--- src/sv/spq_pkg.sv ---
// spq_pkg: shared types and constants for the stable priority queue
// request and response beat structs, status codes, controller/datapath links
// no dependencies
package spq_pkg;

	localparam int QUEUE_DEPTH_DEF = 16;
	localparam int TAG_BITS_DEF    = 16;
	localparam int PRIO_BITS_DEF   = 16;

	localparam int TAG_W  = 16;
	localparam int PRIO_W = 16;
	localparam int OCC_W  = 5;

	typedef enum logic {
		REQ_INSERT = 1'b0,
		REQ_REMOVE = 1'b1
	} spq_req_type_t;

	typedef enum logic [1:0] {
		STS_INSERTED  = 2'd0,
		STS_REMOVED   = 2'd1,
		STS_UNDERFLOW = 2'd2,
		STS_FULL      = 2'd3
	} spq_status_t;

	typedef struct packed {
		spq_req_type_t     req_type;
		logic [TAG_W-1:0]  item_tag;
		logic [PRIO_W-1:0] item_priority;
	} spq_req_t;

	typedef struct packed {
		logic [TAG_W-1:0] removed_tag;
		spq_status_t      status;
		logic [OCC_W-1:0] occupancy;
	} spq_rsp_t;

	typedef struct packed {
		logic        load;
		logic        shift_in;
		logic        shift_out;
		spq_status_t code;
	} spq_cmd_t;

	typedef struct packed {
		logic empty;
		logic full;
	} spq_sts_t;

endpackage

--- src/sv/stable_priority_queue.sv ---
// stable_priority_queue: bounded priority queue with stable ordering
// top level joining spq_ctrl and spq_datapath
// depends on spq_pkg, spq_ctrl, spq_datapath
//
// Requests arrive on req (req_valid/req_stall) and each one gives exactly one
// response beat on rsp (rsp_valid/rsp_stall). An insert places its tag after
// every stored entry of lower or equal priority; a remove returns the front
// entry, the one with the lowest priority value. Removing from an empty queue
// reports underflow, an insert into a full queue is dropped and reported.
// The response is registered and valid in the cycle after the request beat.
// Throughput is one request per cycle while no response is held by rsp_stall;
// the row of cells compares and shifts in parallel.
// While rsp_stall holds a waiting response, req_stall is raised and the
// response stays put. Reset empties the queue and clears any held response;
// stored cell contents are not cleared, only the entry count.
module stable_priority_queue #(
	parameter int QUEUE_DEPTH = spq_pkg::QUEUE_DEPTH_DEF,
	parameter int TAG_BITS    = spq_pkg::TAG_BITS_DEF,
	parameter int PRIO_BITS   = spq_pkg::PRIO_BITS_DEF
) (
	input  logic              clk,
	input  logic              arst_n,
	input  logic              req_valid,
	output logic              req_stall,
	input  spq_pkg::spq_req_t req,
	output logic              rsp_valid,
	input  logic              rsp_stall,
	output spq_pkg::spq_rsp_t rsp
);
	import spq_pkg::*;

	spq_cmd_t cmd;
	spq_sts_t sts;

	spq_ctrl u_ctrl (
		.clk       (clk),
		.arst_n    (arst_n),
		.req_valid (req_valid),
		.req_stall (req_stall),
		.req_type  (req.req_type),
		.rsp_valid (rsp_valid),
		.rsp_stall (rsp_stall),
		.sts       (sts),
		.cmd       (cmd)
	);

	spq_datapath #(
		.QUEUE_DEPTH (QUEUE_DEPTH),
		.TAG_BITS    (TAG_BITS),
		.PRIO_BITS   (PRIO_BITS)
	) u_datapath (
		.clk    (clk),
		.arst_n (arst_n),
		.req    (req),
		.cmd    (cmd),
		.sts    (sts),
		.rsp    (rsp)
	);

	a_beat_gives_rsp: assert property (@(posedge clk) disable iff (!arst_n)
		req_valid && !req_stall |=> rsp_valid)
		else $error("accepted request gave no response");

	a_underflow_empty: assert property (@(posedge clk) disable iff (!arst_n)
		rsp_valid && rsp.status == STS_UNDERFLOW |-> rsp.occupancy == '0 &&
		rsp.removed_tag == '0)
		else $error("underflow response with nonzero fields");

	a_full_at_depth: assert property (@(posedge clk) disable iff (!arst_n)
		rsp_valid && rsp.status == STS_FULL |->
		rsp.occupancy == OCC_W'(QUEUE_DEPTH))
		else $error("full response below queue depth");

	a_no_flags_both: assert property (@(posedge clk) disable iff (!arst_n)
		!(cmd.shift_in && cmd.shift_out) && !(sts.empty && sts.full))
		else $error("conflicting queue command or status");

endmodule

--- src/sv/spq_ctrl.sv ---
// spq_ctrl: handshake controller for the stable priority queue
// decides the operation per beat and tracks the held response
// depends on spq_pkg
module spq_ctrl (
	input  logic                   clk,
	input  logic                   arst_n,
	input  logic                   req_valid,
	output logic                   req_stall,
	input  spq_pkg::spq_req_type_t req_type,
	output logic                   rsp_valid,
	input  logic                   rsp_stall,
	input  spq_pkg::spq_sts_t      sts,
	output spq_pkg::spq_cmd_t      cmd
);
	import spq_pkg::*;

	typedef enum logic [1:0] {
		S_IDLE = 2'b01,
		S_HELD = 2'b10
	} spq_state_t;

	spq_state_t state_q;
	spq_state_t state_d;
	logic       accept;

	assign req_stall = (state_q == S_HELD) && rsp_stall;
	assign rsp_valid = (state_q == S_HELD);
	assign accept    = req_valid && !req_stall;

	always_comb begin
		cmd           = '0;
		cmd.load      = accept;
		cmd.code      = STS_INSERTED;
		if (req_type == REQ_REMOVE) begin
			cmd.shift_out = accept && !sts.empty;
			cmd.code      = sts.empty ? STS_UNDERFLOW : STS_REMOVED;
		end else begin
			cmd.shift_in  = accept && !sts.full;
			cmd.code      = sts.full ? STS_FULL : STS_INSERTED;
		end
	end

	always_comb begin
		state_d = state_q;
		case (state_q)
			S_IDLE: begin
				if (accept) state_d = S_HELD;
			end
			S_HELD: begin
				if (!rsp_stall && !accept) state_d = S_IDLE;
			end
			default: state_d = S_IDLE;
		endcase
	end

	always_ff @(posedge clk or negedge arst_n) begin
		if (!arst_n) begin
			state_q <= S_IDLE;
		end else begin
			state_q <= state_d;
		end
	end

endmodule

--- src/sv/spq_datapath.sv ---
// spq_datapath: sorted row of queue cells, entry count and response register
// cells compare against the incoming priority in parallel and shift as commanded
// depends on spq_pkg
module spq_datapath #(
	parameter int QUEUE_DEPTH = spq_pkg::QUEUE_DEPTH_DEF,
	parameter int TAG_BITS    = spq_pkg::TAG_BITS_DEF,
	parameter int PRIO_BITS   = spq_pkg::PRIO_BITS_DEF
) (
	input  logic              clk,
	input  logic              arst_n,
	input  spq_pkg::spq_req_t req,
	input  spq_pkg::spq_cmd_t cmd,
	output spq_pkg::spq_sts_t sts,
	output spq_pkg::spq_rsp_t rsp
);
	import spq_pkg::*;

	localparam int CW = $clog2(QUEUE_DEPTH + 1);

	logic [TAG_BITS-1:0]  tag_q  [QUEUE_DEPTH];
	logic [PRIO_BITS-1:0] prio_q [QUEUE_DEPTH];
	logic [TAG_BITS-1:0]  tag_d  [QUEUE_DEPTH];
	logic [PRIO_BITS-1:0] prio_d [QUEUE_DEPTH];
	logic [QUEUE_DEPTH-1:0] le;
	logic [CW-1:0]        count_q;
	logic [CW-1:0]        count_d;
	logic [TAG_BITS-1:0]  tag_in;
	logic [PRIO_BITS-1:0] prio_in;
	spq_rsp_t             rsp_q;

	assign tag_in    = TAG_BITS'(req.item_tag);
	assign prio_in   = PRIO_BITS'(req.item_priority);
	assign sts.empty = (count_q == '0);
	assign sts.full  = (count_q == CW'(QUEUE_DEPTH));

	// cells at or below the new priority keep their place
	always_comb begin
		for (int i = 0; i < QUEUE_DEPTH; i++) begin
			le[i] = (CW'(i) < count_q) && (prio_q[i] <= prio_in);
		end
	end

	always_comb begin
		for (int i = 0; i < QUEUE_DEPTH; i++) begin
			tag_d[i]  = tag_q[i];
			prio_d[i] = prio_q[i];
			if (cmd.shift_out) begin
				if (i < QUEUE_DEPTH - 1) begin
					tag_d[i]  = tag_q[(i + 1) % QUEUE_DEPTH];
					prio_d[i] = prio_q[(i + 1) % QUEUE_DEPTH];
				end
			end else if (!le[i]) begin
				if (i == 0 || le[(i + QUEUE_DEPTH - 1) % QUEUE_DEPTH]) begin
					tag_d[i]  = tag_in;
					prio_d[i] = prio_in;
				end else begin
					tag_d[i]  = tag_q[(i + QUEUE_DEPTH - 1) % QUEUE_DEPTH];
					prio_d[i] = prio_q[(i + QUEUE_DEPTH - 1) % QUEUE_DEPTH];
				end
			end
		end
	end

	always_comb begin
		count_d = count_q;
		if (cmd.shift_in) begin
			count_d = count_q + 1'b1;
		end else if (cmd.shift_out) begin
			count_d = count_q - 1'b1;
		end
	end

	always_ff @(posedge clk) begin
		if (cmd.shift_in || cmd.shift_out) begin
			for (int i = 0; i < QUEUE_DEPTH; i++) begin
				tag_q[i]  <= tag_d[i];
				prio_q[i] <= prio_d[i];
			end
		end
	end

	always_ff @(posedge clk or negedge arst_n) begin
		if (!arst_n) begin
			count_q <= '0;
		end else begin
			count_q <= count_d;
		end
	end

	// response register
	always_ff @(posedge clk) begin
		if (cmd.load) begin
			rsp_q.removed_tag <= cmd.shift_out ? TAG_W'(tag_q[0]) : '0;
			rsp_q.status      <= cmd.code;
			rsp_q.occupancy   <= OCC_W'(count_d);
		end
	end

	assign rsp = rsp_q;

endmodule

--- config.mk ---
export PLATFORM = sky130hd
export DESIGN_NAME = stable_priority_queue
export DESIGN_NICKNAME = d
export VERILOG_FILES = /design/src/sv/spq_pkg.sv /design/src/sv/stable_priority_queue.sv /design/src/sv/spq_ctrl.sv /design/src/sv/spq_datapath.sv
export SDC_FILE = /design/constraint.sdc
export NUM_CORES = 1
export LEC_CHECK = 0
export BUFFER_PORTS_ARGS = -buffer_cell sky130_fd_sc_hd__buf_2
export CAP_MARGIN = 10
export CORE_MARGIN = 8
export CORE_UTILIZATION = 45
export DETAILED_ROUTE_END_ITERATION = 12
export PLACE_DENSITY_LB_ADDON = 0.08
export SETUP_SLACK_MARGIN = 0.4
export SYNTH_ARGS = -nofsm -noshare
export SYNTH_HDL_FRONTEND = slang
export SYNTH_SLANG_ARGS = --single-unit
--- constraint.sdc ---
create_clock -name clk -period 5.92 [get_ports clk]
set_clock_uncertainty 0.2 [all_clocks]
set_input_delay 0.296 -clock clk [delete_from_list [all_inputs] [get_ports clk]]
set_output_delay 0.296 -clock clk [all_outputs]
set_load 0.01 [all_outputs]
==> implementation parameters <==
Parameter                              Value

Logic synthesis
  Post-synthesis cell type count    67
  Main synth FF type    edfxtp_1
  Main area contributors after synthesis    edfxtp_1 48%, ha_1 9.7%, a221oi_1 6.1%
  Proportion of netlist area held by the largest area contributor    47.92%
  Part of the Yosys area used for sequential elements    48.45%
  Syn Area/Cell    roughly 10 um^2
  Most common cell in the synthesized netlist    edfxtp_1
  Number of instances in the synthesized netlist    3240
  Leading post-synthesis cells by instance count    535 x edfxtp_1, 374 x nor2_1, 264 x inv_1, 259 x ha_1, 237 x a21oi_1
  Number of synthesis warnings    0
  Share of flip-flops with an asynchronous set or reset    around 1.3%
  Number of enable flip-flop cells after synthesis    535
  Netlist area before placement    between 30000 and 40000 um^2
  Flip-flop and latch count after synthesis    542
  Top cell type by total area after synthesis    edfxtp_1
  Nets in the synthesized netlist    3536

GRT
  Number of global-route vias before repair    28230
  Global-route congestion overflow total    0
  Global-route usage over all layers    28.46%
  First-pass GRT wire length    approximately 180000 um
  Global routing usage on met1    35.23%
  Number of antenna violations at the first check in global routing    0
  Met3 capacity usage during global routing    under 10%
  Pin count of the biggest net entering global routing    159
  Met2 Usage GRT    48.52%
  GRT Max-Usage Layer    met2

Worst setup path
  Buffers & Inverters on Critical Path    4
  Worst path arrival time    4.49 ns
  Largest stage delay on the critical path    0.92 ns
  Worst Path Max Fanout    32
  Worst path required time    a little under 6 ns
  Cell family with the largest share of critical-path delay    compound AO/OA/AOI/OAI gates
  Startpoint-to-endpoint class of the critical path    primary input to register
  Element type at the critical path end    register
  Cell-by-cell trace of the critical path    dlygate4sd3_1 > buf_2 > inv_1 > ha_1 > nand4_1 > a2111oi_0 > o31ai_4 > buf_4 > and2_1 > o21ai_4
  Startpoint type of the worst setup path    primary input
  Slowest CP cell    o21ai_4

Drt
  Avg Vias per Cell    6.592
  Number of violations reported at the end of detailed-routing iteration 0    slightly below 3000
  Detailed-routing iteration count for the pre-antenna-repair pass    6
  DR vias    28130
  Total DRC errors in the routed layout    0
  Routed Wire Length    122200 um
  Post-detailed-route count of antenna-violating nets    0
  Routed len/inst    28.64 um

Floorplanning
  Number of placement rows    100
  Die width    between 200 and 300 um
  Die height    slightly below 300 um
  Core ar.    about 74000 um^2
  Starting utilization of the core area    45.26%
  Die outline area    83490 um^2
  Top-level I/O count    62

Final layout
  Number of diodes    0
  Area added between synthesis and finish    11.20%
  Final #Nets    ~3500
  Fraction of final layout cells with drive strength greater than 1    12.64%

Timing
  Accumulated negative setup slack    0 ns
  Final period demand of the worst path    4.439 ns
  Max Clk Rate    225.3 MHz
  Post-Route Hold Slack    0.1069 ns
  Total count of max-transition violations in the final report    0
  Least-Margin Pin Slew    approximately 1.2 ns
  Unrepaired setup endpoints after global routing    false
  Share of the clock period used by the worst path    74.99%
  Number of setup violations in the final report    0
  Final-report hold violation count    0
  Max-slew headroom at the worst pin    18.82%

Power
  Cell leakage power    around 0.014 uW
  Max rail drop VDD    313.7 uV
  Total Power Consumption    18510 uW
  Power Density    496.6 nW/um^2

Clocking
  Maximum level of the CTS H-tree    2
  Clock buffer count from CTS    slightly above 60
  CTS tree    done
  Clock edge transition at the registers on the reported setup and hold paths    0.06 ns
  Worst-skew pair later-pin latency    0.66 ns
  Total number of clock tree sinks    542
  Clk buf depth    3
  Clock root buffer master    clkbuf_16

Flow run
  Max-cap violations    0

Placed design
  Number of buffers inserted by port buffering    61
  Final weighted congestion of routability-driven global placement    0.9141
  Final HPWL DP    about 87000 um

Worst hold path
  Worst Hold Class    primary input to register

Outcome
  Run status    finished clean
[cells by family after synthesis]
| family | after synthesis | share of synthesized area (%) |
|---|---|---|
| AOI/OAI and AO/OA | 939 | 21.08 |
| and+or+nand+nor | 936 | 12.69 |
| DFF | 542 | 48.45 |
| buffers and inverters | 496 | 5.986 |
| adders and majority gates | 259 | 9.666 |
| muxes | 64 | 2.030 |
| xor gates and xnor gates | 4 | 0.1045 |
[placed cells by master, fill, tap and decap left out, drive strengths merged, types with 16 or more instances in the layout]
cell / instances
a211oi: 63
a21o: 26
a21oi: 237
a221oi: 265
and2: 22
buf: 136
clkbuf: 90
clkinv: 23
dlygate4sd3: 38
edfxtp: 535
ha: 259
inv: 264
mux2: 32
mux2i: 32
nand2: 167
nand2b: 21
nand3: 55
nand4: 48
nor2: 375
nor2b: 16
nor3: 166
o21ai: 127
o221a: 96
o22ai: 67
or3: 39
[worst paths after layout]
check / start / to / slack, ns / cells after the start
max in group asynchronous: arst_n / u_ctrl.state_q[0] / 4.76 / 3
worst max-delay path: req[13] / u_datapath.prio_q[0][24] / 1.48 / 10
worst max register to register: u_datapath.count_q[4] / u_datapath.tag_q[3][23] / 1.80 / 6
worst min-delay path: req_valid / u_datapath.rsp[4] / 0.11 / 4
worst min register to register: u_datapath.tag_q[0][12] / u_datapath.rsp[19] / 0.36 / 1
min in group asynchronous: arst_n / u_ctrl.state_q[1] / 0.44 / 3
[registers in the layout, indices dropped and copies added (netlist names)]
register and flops:
u_datapath.rsp 23, u_datapath.tag_q 256, u_ctrl.state_q 2, u_datapath.count_q 5, u_datapath.prio_q 256
[layout make-up]
class                           count  area [um^2]
Sequential cell                   542        16240
Multi-Input combinational cell   2202        15540
Clock buffer                       90         1677
Fill cell                        6731        36790
Tap cell                          969         1212
Clock inverter                     25        239.0
Inverter                          265        994.7
Timing Repair Buffer              174         1379
[timing repair]
item                      CTS  global route
hold endpoints to repair   92             0
gates resized for setup     0             0
setup buffers               0             0
hold buffers               38             0
[tightest hold or removal path, stage by stage]
cell and delay, ns:
buf_2 0.12, nand2_1 0.15, a21oi_1 0.06, o22ai_1 0.17
[layer usage]
| layer | share of wire (%) | up-vias |
|---|---|---|
| li1 | - | 12530 |
| met1 | 39 | 13910 |
| met2 | 48 | 1319 |
| met3 | 6.0 | 372 |
| met4 | 6.5 | 0 |
| met5 | 0 | - |
[stage by stage]
| step | instances | utilization, % | setup WS, ns | instance area, um^2 |
|---|---|---|---|---|
| finish | 4267 | 50.33 | 1.481 | 37280 |
| global route | 4267 | 50.33 | 1.278 | 37280 |
| CTS | 4263 | 50.20 | 1.543 | 37180 |
| detailed placement | 4110 | 47.10 | 1.460 | 34890 |
| global placement | 4110 | 47.10 | 1.505 | 34890 |
| floorplan | 3240 | - | 0.8168 | 33530 |
[power by group]
| part | switching [uW] | leakage (uW) | internal [uW] |
|---|---|---|---|
| Combinational | 4760 | 0.00808 | 2670 |
| Clock | 1680 | 0.000931 | 2090 |
| Sequential | 1170 | 0.00510 | 6150 |
Power figures use the tool's default switching activity.
